==> src/hdl/lpf_cell.sv <==
// One tap of the transposed FIR: multiply the new sample by a fixed
// coefficient and add the neighbor's partial sum. Uses no package items.
module lpf_cell #(
	parameter int SAMPLE_BITS = 16,
	parameter int COEF_W      = 19,
	parameter int ACC_W       = 42,
	parameter logic signed [COEF_W-1:0] COEF = '0
) (
	input  logic                          clk,
	input  logic                          arst_n,
	input  logic                          en,
	input  logic signed [SAMPLE_BITS-1:0] x,
	input  logic signed [ACC_W-1:0]       sum_in,
	output logic signed [ACC_W-1:0]       sum_out
);

	localparam int PROD_W = SAMPLE_BITS + COEF_W;

	logic signed [PROD_W-1:0] prod;
	logic signed [ACC_W-1:0]  sum_q;

	assign prod = x * COEF;

	// Partial sum is filter state: zero after reset matches an all-zero history.
	always_ff @(posedge clk or negedge arst_n) begin
		if (!arst_n) begin
			sum_q <= '0;
		end else if (en) begin
			sum_q <= sum_in + ACC_W'(prod);
		end
	end

	assign sum_out = sum_q;

endmodule

==> config.mk <==
export PLATFORM = sky130hd
export DESIGN_NAME = lpf_cell
export DESIGN_NICKNAME = d
export VERILOG_FILES = /design/src/hdl/lpf_cell.sv
export SDC_FILE = /design/constraint.sdc
export NUM_CORES = 1
export LEC_CHECK = 0
export BUFFER_PORTS_ARGS = -buffer_cell sky130_fd_sc_hd__buf_2
export CAP_MARGIN = 20
export CORE_ASPECT_RATIO = 0.8
export CORE_UTILIZATION = 43
export CTS_BUF_LIST = sky130_fd_sc_hd__clkbuf_16
export CTS_CLUSTER_DIAMETER = 50
export DETAILED_ROUTE_END_ITERATION = 16
export GPL_TIMING_DRIVEN = 0
export PLACE_DENSITY_LB_ADDON = 0.2
export SYNTH_ARGS = -nofsm -noshare
export SYNTH_HDL_FRONTEND = slang
export SYNTH_SLANG_ARGS = --single-unit
export TNS_END_PERCENT = 100
==> constraint.sdc <==
create_clock -name clk -period 1 [get_ports clk]
set_input_delay 0.1 -clock clk [delete_from_list [all_inputs] [get_ports clk]]
set_output_delay 0.1 -clock clk [all_outputs]
set_load 0.01 [all_outputs]
==> run summary <==
run status - finished, violations left
violated checks - negative hold slack
crit path capture type - output port
sw power - 0.000985 W
asr flop ratio synth - 100%
met2 wire len - 1.58 mm
DRC viols - 0
Pleak - 1.30 nW
Worst VDD drop - 0.000955 V
core box area - 3850 µm²
post-CTS resize count - 0
crit path kind - reg2out
RSZ-0062 raised after global routing - false
crit share post-route - 90.9%
TritonRoute pass-1 iters - 4
GPL Wtd Cong - 0.657
Boundary Pins - 103
Layout fillers - 311
internal power - 0.00374 W
post-route setup TNS - 0 ns
Chip Width - 73.6 µm
EDFF count, synth - 0
Power Density - 1930 nW/µm²
Worst-path clk slew - 0.06 ns
Switching Fraction - 20.8%
reg2reg path depth - 1
I/O Buffers - 85
CTS Buf Count - 5
Worst-Margin Slew - 0.909 ns
first-pass GRT wire length - 5.04 mm
min cycle time layout - 0.909 ns
Skew-Pair Late Insertion Delay - 0.27 ns
post-synth top area cell - dfrtp_1
Ys Warns - 0
max reg flops - 42
CP max-delay cell - dfrtp_1
top cell types by occurrence after synthesis - dfrtp_1 (42), mux2_4 (40), buf_12 (4)
grt ovf - 0
Die ar. - 4370 µm²
flops & latches, synth - 42
ranking of synthesized cells by area - dfrtp_1 (60%), mux2_4 (34%), buf_12 (4.5%)
CTS tree - built
hpwl dp - 2.37 mm
Worst Path Max Fanout - 2
Crit path depth - 1
initial antenna violation count - 0
ant diodes - 0
WP buf/inv - 1
combinational power share - 15.9%
Worst EP required - 0.90 ns
antenna viol nets, final - 0
vias - 1,083
crit-path cells - buf_2
Root Driver - clkbuf_16
clock share of power - 42.6%
Synth Cell Area - 1770 µm²
Via density - 4.57
cell with the most instances after synthesis - dfrtp_1
clk buf depth - 2
final setup fails - 0
Final Hold Vio Count - 42
htree depth - 2
FP Rows - 20
Starting Density - 45.8%
Post-Route WL - 3.28 mm
Synthesized Nets - 150
post-synth top area share - 59.5%
Die H - 59.3 µm
Sink Count - 42
nets@finish - 242
CP top delay family - flip-flops
Metal-1 WL - 1.38 mm
vias in the first global route - 1,108
share of cells above drive strength 1 - 76.4%
clk_skew - 0 ns
max-cap viol count - 0
Fmax - 1100 MHz
CP max stage delay - 0.39 ns
crit path DAT - 0.81 ns
Detailed Route Iter0 Violations - 29
largest net degree at the start of global routing - 43
number of library cell types mapped by synthesis - 5
Worst R2R Setup Slack - 0.22 ns
cells after synthesis - 89
Final Max Tran Viols - 0
Hold Crit Class - in2async
Post-Route Utilization - 63.5%
leading register cell type out of synthesis - dfrtp_1
DR WL/cell - 13.8 µm
P&R area growth vs syn - 38.7%
Reg power frac - 41.5%
met3 routed WL - 263 µm
Worst setup SP type - flip-flop
Fin Hold WS - -0.0446 ns
Mapped Avg Cell Area - 19.8 µm²
GRT Overall Usage - 15.7%
Max-slew headroom - 39.4%
DR top layer - met4
sequential share of the synthesized area - 59.5%
postcts setup bufs - 0
==> cell type report <==
class                           instances  area (µm²)  area share, %
Buffer                                  5        91.3           3.73
Clock buffer                            5         125           5.11
Clock inverter                          3        63.8           2.61
Multi-Input combinational cell         42         623           25.4
Sequential cell                        42        1050           42.9
Tap cell                               55        68.8           2.81
Timing Repair Buffer                   85         425           17.4
==> power groups by stage <==
stage	Clock, W	Sequential [W]	Combinational, W
detailed placement	0	0.00199	0.000763
finish	0.00201	0.00196	0.000752
global route	0.00213	0.00198	0.000808
floorplan	0	0.00207	0.000349
global placement	0	0.00198	0.000743
CTS	0.00206	0.00196	0.000765
==> through the flow <==
stage	total power (W)	hold slack [ns]	setup slack [ns]	area, µm²	instances
CTS	0.00479	-0.0126	0.0830	2450	237
global route	0.00492	0.0412	0.0647	2450	237
finish	0.00473	-0.0446	0.0915	2450	237
floorplan	0.00242	-0.196	0.216	1770	89
detailed placement	0.00275	0.285	0.109	2260	229
global placement	0.00272	0.253	0.182	2260	229
==> path summary, 6_finish.rpt <==
kind,start,to
min,arst_n,sum_out[10]$_DFFE_PN0P_
max in group asynchronous,arst_n,sum_out[39]$_DFFE_PN0P_
min in group clk,sum_in[21],sum_out[21]$_DFFE_PN0P_
max,sum_out[25]$_DFFE_PN0P_,sum_out[25]
max reg2reg,sum_out[25]$_DFFE_PN0P_,sum_out[25]$_DFFE_PN0P_
min reg2reg,sum_out[23]$_DFFE_PN0P_,sum_out[23]$_DFFE_PN0P_
==> placed cells by master (no fill, tap or decap), drive strengths merged <==
cell	synthesis	layout
buf	5	90
dfrtp	42	42
mux2	42	42
clkbuf	0	5
bufinv	0	2
clkinv	0	1
==> layer usage <==
metal	track usage, %	up-vias
met5	0	-
met4	6.32	0
met3	5.95	7
met2	27.0	55
met1	17.6	527
li1	-	494
==> cells by family (layout without fill, tap and decap cells) <==
family | after synthesis | count (layout) | share of synthesized area, %
buf+inv | 5 | 98 | 5.17
flops | 42 | 42 | 59.5
mux | 42 | 42 | 35.3
No activity file was read; power rests on OpenSTA's default activity.
