--- src/hdl/lpf_out.sv ---
// Output stage: rounds the full-width sum to nearest (ties up), saturates to
// the sample width and holds the result for the downstream transfer.
module lpf_out #(
	parameter int SAMPLE_BITS    = 16,
	parameter int COEF_FRAC_BITS = 17,
	parameter int ACC_W          = 42
) (
	input  logic                          clk,
	input  logic                          arst_n,
	input  logic signed [ACC_W-1:0]       acc,
	input  logic                          acc_valid,
	output logic                          acc_ready,
	output logic signed [SAMPLE_BITS-1:0] filtered_out,
	output logic                          out_valid,
	input  logic                          out_ready
);

	localparam int RND_W = ACC_W + 1;
	localparam int Y_W   = RND_W - COEF_FRAC_BITS;
	localparam int TOP_W = Y_W - SAMPLE_BITS + 1;

	logic signed [RND_W-1:0]       rnd;
	logic signed [Y_W-1:0]         y;
	logic [TOP_W-1:0]              top;
	logic signed [SAMPLE_BITS-1:0] sat;
	logic                          out_valid_q;
	logic signed [SAMPLE_BITS-1:0] data_q;

	assign rnd = RND_W'(acc) + (RND_W'(1) <<< (COEF_FRAC_BITS - 1));
	assign y   = Y_W'(rnd >>> COEF_FRAC_BITS);
	assign top = y[Y_W-1:SAMPLE_BITS-1];

	always_comb begin
		if (top == '0 || top == '1) begin
			sat = y[SAMPLE_BITS-1:0];
		end else if (y[Y_W-1]) begin
			sat = {1'b1, {(SAMPLE_BITS-1){1'b0}}};
		end else begin
			sat = {1'b0, {(SAMPLE_BITS-1){1'b1}}};
		end
	end

	assign acc_ready = !out_valid_q || out_ready;

	always_ff @(posedge clk or negedge arst_n) begin
		if (!arst_n) begin
			out_valid_q <= 1'b0;
		end else if (acc_ready) begin
			out_valid_q <= acc_valid;
		end
	end

	always_ff @(posedge clk) begin
		if (acc_ready && acc_valid) begin
			data_q <= sat;
		end
	end

	assign out_valid    = out_valid_q;
	assign filtered_out = data_q;

endmodule

--- config.mk ---
export PLATFORM = sky130hd
export DESIGN_NAME = lpf_out
export DESIGN_NICKNAME = d
export VERILOG_FILES = /design/src/hdl/lpf_out.sv
export SDC_FILE = /design/constraint.sdc
export NUM_CORES = 1
export LEC_CHECK = 0
export BUFFER_PORTS_ARGS = -buffer_cell sky130_fd_sc_hd__buf_2
export CORE_ASPECT_RATIO = 1.75
export CORE_MARGIN = 5
export CORE_UTILIZATION = 50
export DETAILED_ROUTE_END_ITERATION = 12
export PLACE_DENSITY = 0.78
export SYNTH_ARGS = -nofsm -noshare
export SYNTH_HDL_FRONTEND = slang
export SYNTH_SLANG_ARGS = --single-unit
--- constraint.sdc ---
create_clock -name clk -period 1.7 [get_ports clk]
set_input_delay 0.34 -clock clk [delete_from_list [all_inputs] [get_ports clk]]
set_output_delay 0.34 -clock clk [all_outputs]
set_load 0.05 [all_outputs]
==> run metrics, run 1 <==
outcome finished with violations; failing checks setup timing; # diodes 0; unrepaired setup endpoints after global routing yes; worst setup path end filtered_out[9]; largest net degree at the start of global routing 17; synthesized area 1690 um2; Final min period roughly 2.4 ns; Die Y-Extent 86.92 um; Post-synth EDFFs 16; H-Tree Depth 1; total power 1.358 mW; final wirelength around 9000 um; crit-path leading delay family simple AND/OR/NAND/NOR gates; I/O Pins 64; Synth Flop Type edfxtp_1; global route total overflow 0; drt drc 0; first-pass GRT wire length 10550 um; Vias 2572; MaxCap Viol Count 0; root buf cell clkbuf_8; worst-skew pair later-pin latency around 0.26 ns; crit-path cells buf_8 > nand4_1 > or4_4 > buf_6 > xnor2_4 > a2bb2oi_4 > nor4_2 > a211oi_1; row count 28; clock share of power about a quarter; CP Depth 8; setup TNS -7.850 ns; DRT Pass-1 Iters 5; P&R area growth vs syn 82.46%; design internal power 0.8747 mW; Worst Path Buf+Inv 2; Syn Inst Count between 150 and 200; Unique masters post-synth 51; vias per inst 7.204; share of layout cells above drive strength 1 57.05%; Starting Density 50.79%; global route hottest layer met2; post-synthesis sequential area ratio between 20% and 30%; DR iter-0 viols a little under 200; GPL Wtd Cong 1.014; GR Layer Usage met3 3.431%; post-route ant nets 0; Max clock buf depth 2; Crit Path Class in -> reg; static leakage 1.261 nW; CP Data Required Time 1.74 ns; Gate power share between 40% and 50%; Worst Tran Pin Value 0.5359 ns; worst flop-to-flop path startpoint out_valid; Crit. Startpoint acc[17]; FF-to-FF setup slack 0.46 ns; Post-DP HPWL 4533 um; largest stage delay on the critical path just over 0.5 ns; Final Net Count 360; Max-slew headroom 63.89%; die area 4689 um2; Final Cycle Share 140.6%; maximum vdd drop between 0.0004 and 0.0005 V; number of buffers created by CTS 3; top-area cell type share of the netlist area 28.42%; syn nets around 240; CP Max Fanout 8; Die X 53.95 um; Max Freq 418.5 MHz; met2 GRT Util 54.75%; Sw Share between 30% and 40%; total power divided by cell area about 440 nW/um2; TritonCTS Sinks 17; initial antenna violation count 0; CP Capture Type flip-flop; GRT Total Usage 30.07%; syn avg cell area roughly 8.6 um2; Global Route met1 Usage 30.98%; PortBufs 47; Crit-path slowest cell or4_4; Critical Path Start Type primary input; Pins Over Slew Limit 0; Critical Path AT 2.43 ns; Setup WS post-layout -0.6897 ns; Final Util 92.67%; Wirelength per Cell 24.83 um; switching power slightly below 0.5 mW; clock skew roughly 0.0037 ns; register bit total from synthesis 17; Reg2Reg Depth 2; Seq pwr share 36.2%; Worst Hold Class in -> reg; # setup viols final 15; top cells by area, synth edfxtp_1 28%, nor4_1 7.0%, a211oi_1 6.7%, and3_1 4.8%, and4_1 3.6%; core box area between 3000 and 4000 um2; CTS tree yes; Worst-path clk slew 0.07 ns; Worst R2R End filtered_out[13]; Async SR Flop Fraction 5.882%; DP Worst Slack -0.7763 ns; Synth area leader edfxtp_1; hold violation count in the final report 0; synth warn 0; vias in the first global route 2264; Hold Worst Slack 0.3552 ns
==> how the worst min path moves through the flow <==
stage | from | end | slack, ns | depth (start not counted)
2_1_floorplan | arst_n | out_valid | 0.04 | 0
3_3_place_gp | arst_n | out_valid | 0.11 | 1
3_5_place_dp | arst_n | out_valid | 0.12 | 1
4_1_cts | acc_valid | out_valid | 0.30 | 2
5_1_grt | arst_n | out_valid | 0.39 | 2
6_report | acc_valid | out_valid | 0.36 | 2
==> cells by family after synthesis <==
kind of cell               count (synthesis)  share of synthesized area, %
AOI/OAI and AO/OA                         57                         25.32
xor gates and xnor gates                   9                         4.663
adders and majority gates                  1                        0.7401
buffers and inverters                     17                         4.589
DFF                                       17                         29.90
and+or+nand+nor                           96                         34.79
==> through the flow <==
step                      cell area [um2]  instances
after CTS                            2858        347
after global routing                 3084        357
final                                3084        357
after detailed placement             2497        332
after floorplan                      1871        197
after global placement               2497        332
==> Yosys cell counts (2+ instances only) <==
cell      instances
nor4_1           19
edfxtp_1         16
a211oi_1         15
and3_1           13
nand4_1           9
o21ai_0           9
clkbuf_1          8
nor2_1            8
and4_1            7
nand2_1           7
nand3_1           7
nor3_1            6
o22ai_1           6
xnor2_1           6
and2_1            5
buf_2             5
a21oi_1           4
a31oi_1           3
o211a_1           3
or3_1             3
xor2_1            3
buf_4             2
inv_1             2
nand2b_1          2
o21a_1            2
o21ai_1           2
==> cell type report <==
type,instances,area [um2]
multi-input cells,165,1458
repair buffers,124,1007
clock buffers,4,45.04
fillers,119,244.0
flip-flops and latches,17,505.5
well taps,45,56.30
inverters,2,12.51
==> power by group through the flow <==
stage          sequential [mW]  clock, mW  combinational (mW)
2_1_floorplan            0.581          0               0.160
3_3_place_gp             0.499          0               0.411
3_5_place_dp             0.500          0               0.421
4_1_cts                  0.491      0.294               0.468
5_1_grt                  0.493      0.323               0.570
6_report                 0.492      0.317               0.549
==> layer usage <==
layer | vias to the layer above | part of all wire [%]
met4 | 0 | 7.9
met1 | 1186 | 31
met2 | 261 | 51
li1 | 1050 | -
met5 | - | 0
met3 | 75 | 10
==> cell usage in the layout, fill, tap and decap left out, types with 2 or more instances in the layout <==
| cell type | count |
|---|---|
| o211a_1 | 3 |
| and2_1 | 2 |
| o21ai_1 | 2 |
| clkbuf_8 | 3 |
| o22ai_1 | 5 |
| and3_1 | 12 |
| a211oi_1 | 6 |
| nand2_1 | 7 |
| and2_4 | 2 |
| nand4_1 | 9 |
| a2bb2oi_4 | 2 |
| and4_1 | 5 |
| buf_6 | 19 |
| nor3_1 | 5 |
| a211oi_2 | 9 |
| a21oi_1 | 4 |
| buf_4 | 61 |
| edfxtp_1 | 16 |
| xor2_1 | 3 |
| and4_4 | 2 |
| and2_2 | 2 |
| buf_12 | 4 |
| o21a_1 | 2 |
| a21boi_1 | 2 |
| nor4_2 | 7 |
| a31oi_1 | 3 |
| o21ai_2 | 3 |
| buf_2 | 34 |
| nor2_1 | 8 |
| nor4_1 | 5 |
| nor4_4 | 8 |
| xnor2_1 | 5 |
| buf_8 | 5 |
| or3_1 | 2 |
| o21ai_0 | 6 |
| nand3_1 | 7 |
==> registers in the layout, indices dropped and copies added, names as in the netlist <==
name / count
filtered_out: 16
out_valid: 1
==> what timing repair did <==
action                                 in CTS  in global routing
pin swaps                                   8                 16
hold buffers                                1                  0
endpoints found under the hold margin       1                  0
setup endpoints to repair                  16                 16
resized for setup                          44                 34
buffers inserted                            8                 10
cloned                                      2                  1
No activity file was read; power rests on OpenSTA's default activity.
==> run 2, diff against run 1 <==
--- a/config.mk
+++ b/config.mk
@@ -5,7 +5,7 @@
 export SDC_FILE = /design/constraint.sdc
 export NUM_CORES = 1
 export LEC_CHECK = 0
-export BUFFER_PORTS_ARGS = -buffer_cell sky130_fd_sc_hd__buf_2
+export BUFFER_PORTS_ARGS = -buffer_cell sky130_fd_sc_hd__buf_4
 export CORE_ASPECT_RATIO = 1.75
 export CORE_MARGIN = 5
 export CORE_UTILIZATION = 50
==> run 2 against run 1 <==
  * The run still ends with setup timing left
  * Sequential share of layout area rose by 0.93 points
  * Critical path depth is the same
  * Register-to-register slack is essentially flat
  * Sequential cell count is the same
  * Critical endpoint is now filtered_out[5]
  * Largest cell class unchanged
  * Highest routed layer unchanged
==> run metrics, run 2 (synthesis results as in run 1) <==
Reg2Reg Depth 2; # diodes 0; drt drc 0; clock share of power 23.2%; Crit-path slowest cell or3_4; Worst R2R End filtered_out[10]; clock skew 0.0007884 ns; Starting Density 50.79%; filler cell count 164; outcome finished with violations; design internal power 0.8733 mW; WHS Path Cells 2; core box area 3328 um2; root buf cell clkbuf_8; CP Max Fanout 8; vias in the first global route around 2300; final wirelength 7271 um; multi-input logic area ~1400 um2; Vias 2353; Die X 53.95 um; Sw Share between 30% and 40%; share of layout cells above drive strength 1 52.35%; Worst Tran Pin Value 0.4442 ns; Reg area 505.5 um2; crit-path leading delay family simple AND/OR/NAND/NOR gates; PortBufs 47; first-pass GRT wire length 10340 um; Max Freq 459.5 MHz; crit-path cells buf_6 > ha_4 > and4_4 > nand4_1 > or3_4 > a2bb2oi_4 > nor4_2 > o221ai_1; die area ~4700 um2; Worst Path Buf+Inv 1; Die Y-Extent 86.92 um; Critical Path AT 2.17 ns; Largest register FFs 16; commonest non-fill, non-tap cell in the layout buf_4; I/O Pins 64; Max-slew headroom 70.28%; Final Cycle Share 128.0%; Final Util 87.71%; TritonCTS Sinks 17; Seq pwr share 37.5%; hold violation count in the final report 0; largest stage delay on the critical path 0.48 ns; Wirelength per Cell 21.20 um; global route total overflow 0; post-route ant nets 0; DRT Pass-1 Iters 6; number of buffers created by CTS 3; # setup viols final 15; Critical Path Start Type primary input; setup TNS -5.998 ns; GPL Wtd Cong 0.9312; FF-to-FF setup slack 0.46 ns; row count 28; CTS tree yes; P&R area growth vs syn 72.69%; Gate power share 39.2%; DR iter-0 viols 170; Final Net Count 346; total power around 1.3 mW; final instance area 2919 um2; unrepaired setup endpoints after global routing yes; GRT Total Usage 29.80%; total power divided by cell area 451.5 nW/um2; maximum vdd drop around 0.00036 V; Cell Area, Placed approximately 2600 um2; switching power 0.4446 mW; Worst Hold Class in -> reg; commonest cells after routing, fill and taps aside 95 x buf_4, 16 x edfxtp_1, 13 x a211oi_1; Worst-path clk slew 0.06 ns; CP Capture Type flip-flop; failing checks setup timing; Max clock buf depth 2; static leakage 1.158 nW; initial antenna violation count 0; worst-skew pair later-pin latency 0.26 ns; vias per inst 6.860; Pins Over Slew Limit 0; largest net degree at the start of global routing 17; Crit Path Class in -> reg; Final min period 2.176 ns; Hold EP out_valid; CP Data Required Time 1.69 ns; hold path startpoint acc_valid; MaxCap Viol Count 0; worst flop-to-flop path startpoint out_valid; H-Tree Depth 1; Post-DP HPWL 4970 um; Setup WS post-layout -0.4763 ns
==> run 2: worst max-delay path by stage <==
stage             from          endpoint  slack (ns)  cells after the start
6_report       acc[17]   filtered_out[5]       -0.48                      8
4_1_cts        acc[16]   filtered_out[5]       -0.40                      8
3_3_place_gp   acc[24]   filtered_out[5]       -0.71                     10
2_1_floorplan  acc[16]  filtered_out[10]       -0.48                      9
5_1_grt        acc[23]  filtered_out[11]       -0.50                      8
3_5_place_dp   acc[24]   filtered_out[5]       -0.78                      7
==> run 2: per-stage QoR <==
step | hold slack, ns | setup slack [ns] | std cells
floorplan | 0.04441 | -0.4848 | 197
global placement | 0.1155 | -0.7101 | 333
detailed placement | 0.1157 | -0.7757 | 333
CTS | 0.2935 | -0.4029 | 341
global route | 0.3225 | -0.5022 | 343
finish | 0.3091 | -0.4763 | 343
==> run 2: power by group through the flow <==
stage	clock network [mW]	logic [mW]	registers, mW
final	0.306	0.517	0.495
after global routing	0.309	0.539	0.497
after CTS	0.299	0.478	0.495
after detailed placement	0	0.455	0.503
after global placement	0	0.438	0.501
after floorplan	0	0.160	0.581
==> run 2: final cells by class <==
class | count | area share (%)
timing repair buffer | 111 | 31.76
inverter | 2 | 0.4286
sequential | 17 | 17.32
multi-input combinational | 164 | 47.02
clock buffer | 4 | 1.543
tap | 45 | 1.929
==> run 2: repair_timing <==
action | CTS | global route
setup buffers | 2 | 1
hold buffers | 1 | 0
endpoints found under the setup margin | 16 | 15
pin swaps | 6 | 11
gates resized for setup | 20 | 23
gates cloned | 1 | 1
hold endpoints to repair | 1 | 0
==> run 2: per-layer routing <==
layer,GRT usage [%],routed length [um],vias to the layer above
met1,28.08,2391,1097
met5,0,0,-
met4,14.88,478,0
li1,-,-,1016
met3,4.288,553,62
met2,57.62,3848,178
==> run 3, diff against run 2 <==
--- a/config.mk
+++ b/config.mk
@@ -5,6 +5,7 @@
 export SDC_FILE = /design/constraint.sdc
 export NUM_CORES = 1
 export LEC_CHECK = 0
+export ABC_AREA = 1
 export BUFFER_PORTS_ARGS = -buffer_cell sky130_fd_sc_hd__buf_4
 export CORE_ASPECT_RATIO = 1.75
 export CORE_MARGIN = 5
==> run 3 against run 2 <==
  * The run still ends with setup timing left
  * Combinational power fell by 13%
  * Critical path depth increased by 4
  * Clock power fell by 6%
  * Maximum frequency is 21% higher
  * Register-to-register slack better by 0.14 ns
  * Routed wire length decreased by 31%
==> run metrics, run 3 <==
register bit total from synthesis 17; core box area 3363 um2; largest family of logic cells by synthesized area simple AND/OR/NAND/NOR gates; Sw Share 32.10%; # setup viols final 15; Pins Over Slew Limit 0; Async SR Flop Fraction 5.882%; final wirelength 5047 um; post-synthesis sequential area ratio 29.42%; CP Capture Type flip-flop; Critical Path Start Type primary input; post-synthesis mux area share 0%; Post-DP HPWL 3737 um; Max-slew headroom ~83%; Hold Worst Slack 0.2978 ns; Reg2Reg Depth 2; Unique masters post-synth 24; filler cell count 239; drt drc 0; Starting Density about half; row count 28; first-pass GRT wire length 7665 um; PortBufs 47; hold path startpoint acc_valid; outcome finished with violations; Post-synth EDFFs 16; clock skew 0.004939 ns; Worst Tran Pin Value ~0.25 ns; failing checks setup timing; root buf cell clkbuf_8; adder-cell share of the synthesized area 0.7283%; Worst Hold Class in -> reg; hold violation count in the final report 0; Synth Area in Compound Gates 1.748%; top cells by area, synth edfxtp_1 28%, nand2_1 21%, inv_1 5.9%, nor2_1 5.5%, nand2_2 5.1%; CTS tree yes; syn nets between 200 and 300; GPL Wtd Cong 0.8900; Crit-path slowest cell nor2_1; P&R area growth vs syn 59.50%; number of buffers created by CTS 3; Syn Inst Count 246; Vias 1925; Max Freq around 560 MHz; H-Tree Depth 1; multi-input logic area 1265 um2; Die Y-Extent 87.54 um; most frequent cell after synthesis nand2_1; vias per inst between 4 and 5; Final min period 1.796 ns; design internal power 0.8373 mW; Final Cycle Share 105.6%; Crit Path Class in -> reg; vias in the first global route 1821; setup TNS -1.049 ns; placed cells 381; Worst-path clk slew ~0.060 ns; Gate power share 36.6%; global route total overflow 0; post-synthesis simple-gate area fraction between 50% and 60%; post-route ant nets 0; share of layout cells above drive strength 1 about half; die area ~4800 um2; Reg area 505.5 um2; worst flop-to-flop path startpoint out_valid; crit-path cells buf_4 > nand2_1 > nor2_1 > nand2_1 > nor2_2 > nand2_1 > nand2_1 > nand2_1 > nor2_2 > nand3_4 > nand3_4 > nand2_1; CP Max Fanout 8; MaxCap Viol Count 0; DR iter-0 viols 61; Synth Flop Type edfxtp_1; largest stage delay on the critical path 0.17 ns; DP Worst Slack -0.3895 ns; Largest register FFs 16; Max clock buf depth 2; static leakage 1.392 nW; total power divided by cell area 450.0 nW/um2; initial antenna violation count 0; switching power 0.3959 mW; Post-synth top cells 95 x nand2_1, 27 x inv_1, 25 x nor2_1, 17 x nand3_1, 16 x edfxtp_1; syn avg cell area 6.983 um2; XOR/XNOR share of the synthesized area under 10%; largest net degree at the start of global routing 17; Final Net Count 397; top-area cell type share of the netlist area roughly 28%; FF-to-FF setup slack 0.60 ns; commonest non-fill, non-tap cell in the layout buf_4; Hold EP out_valid; commonest cells after routing, fill and taps aside 96 x buf_4, 82 x nand2_1, 26 x nand2_2; I/O Pins 64; total power between 1 and 1.5 mW; Worst R2R End filtered_out[3]; Setup WS post-layout -0.09559 ns; maximum vdd drop around 0.00041 V; worst-skew pair later-pin latency 0.25 ns; synthesized area 1718 um2; Seq pwr share 40.0%; GRT Total Usage 22.15%; crit-path most repeated cell nand2_1; synth warn 0; # diodes 0; CP Data Required Time 1.70 ns; Non-Filler Instances 394; clock share of power 23.5%; Wirelength per Cell 12.81 um; Critical Path AT 1.79 ns; unrepaired setup endpoints after global routing yes; TritonCTS Sinks 17; DRT Pass-1 Iters 4; WHS Path Cells 3; Die X 54.31 um; Synth area leader edfxtp_1
-- run 3: changes by cell type after synthesis, sizes merged, moves of 8 or more --
| cell | before | now |
|---|---|---|
| nand3 | 7 | 21 |
| and3 | 13 | 0 |
| inv | 2 | 28 |
| nor4 | 20 | 0 |
| a211oi | 15 | 0 |
| nand2 | 7 | 113 |
| nor2 | 9 | 41 |
| nand4 | 10 | 0 |
| o21ai | 11 | 1 |
| clkbuf | 8 | 0 |
-- run 3: repair_timing --
item                                   CTS  global route
setup buffers                            4             2
cloned                                   2             0
setup endpoints to repair               15            15
pin swaps                               15            14
hold buffers                             1             0
endpoints found under the hold margin    1             0
gates resized for setup                 26            22
-- run 3: layer usage --
layer  wire length [um]  global-route usage [%]  up-vias
li1                   -                       -      969
met1               1603                   19.34      881
met2               3052                   46.02       62
met3                233                   1.363       13
met4                157                   10.43        0
met5                  0                       0        -
-- run 3: how the worst max path moves through the flow --
stage	from	to	slack (ns)
after global routing	acc[32]	filtered_out[11]	-0.20
after CTS	acc[16]	filtered_out[6]	-0.07
final	acc[32]	filtered_out[5]	-0.1
after global placement	acc[23]	filtered_out[5]	-0.28
after detailed placement	acc[23]	filtered_out[6]	-0.39
after floorplan	acc[16]	filtered_out[10]	-0.12
-- run 3: kinds of logic after synthesis --
family,after synthesis
buf+inv,30
flops,17
fa+ha+maj,1
xor+xnor,14
simple gates,179
compound gates,5
-- run 3: power by group through the flow --
stage | sequential (mW) | combinational, mW | clock, mW
final | 0.493 | 0.451 | 0.289
after global routing | 0.494 | 0.481 | 0.310
after CTS | 0.493 | 0.435 | 0.281
after detailed placement | 0.502 | 0.413 | 0
after global placement | 0.501 | 0.404 | 0
after floorplan | 0.582 | 0.139 | 0
-- run 3: final cells by class --
| cell class | count | share of cell area (%) |
|---|---|---|
| multi-input cells | 201 | 46.16 |
| repair buffers | 99 | 27.76 |
| flip-flops and latches | 17 | 18.45 |
| inverters | 28 | 3.927 |
| well taps | 45 | 2.055 |
| clock buffers | 4 | 1.644 |
-- run 3: metrics by stage --
step	instance area (um2)	util (%)
after floorplan	1745	-
final	2740	81.47
after global placement	2461	73.18
after CTS	2649	78.76
after global routing	2740	81.47
after detailed placement	2461	73.18
-- run 3: critical path: cells and delay by family --
kind	cells	cell delay (ns)
buf+inv	1	0.12
simple gates	11	1.31
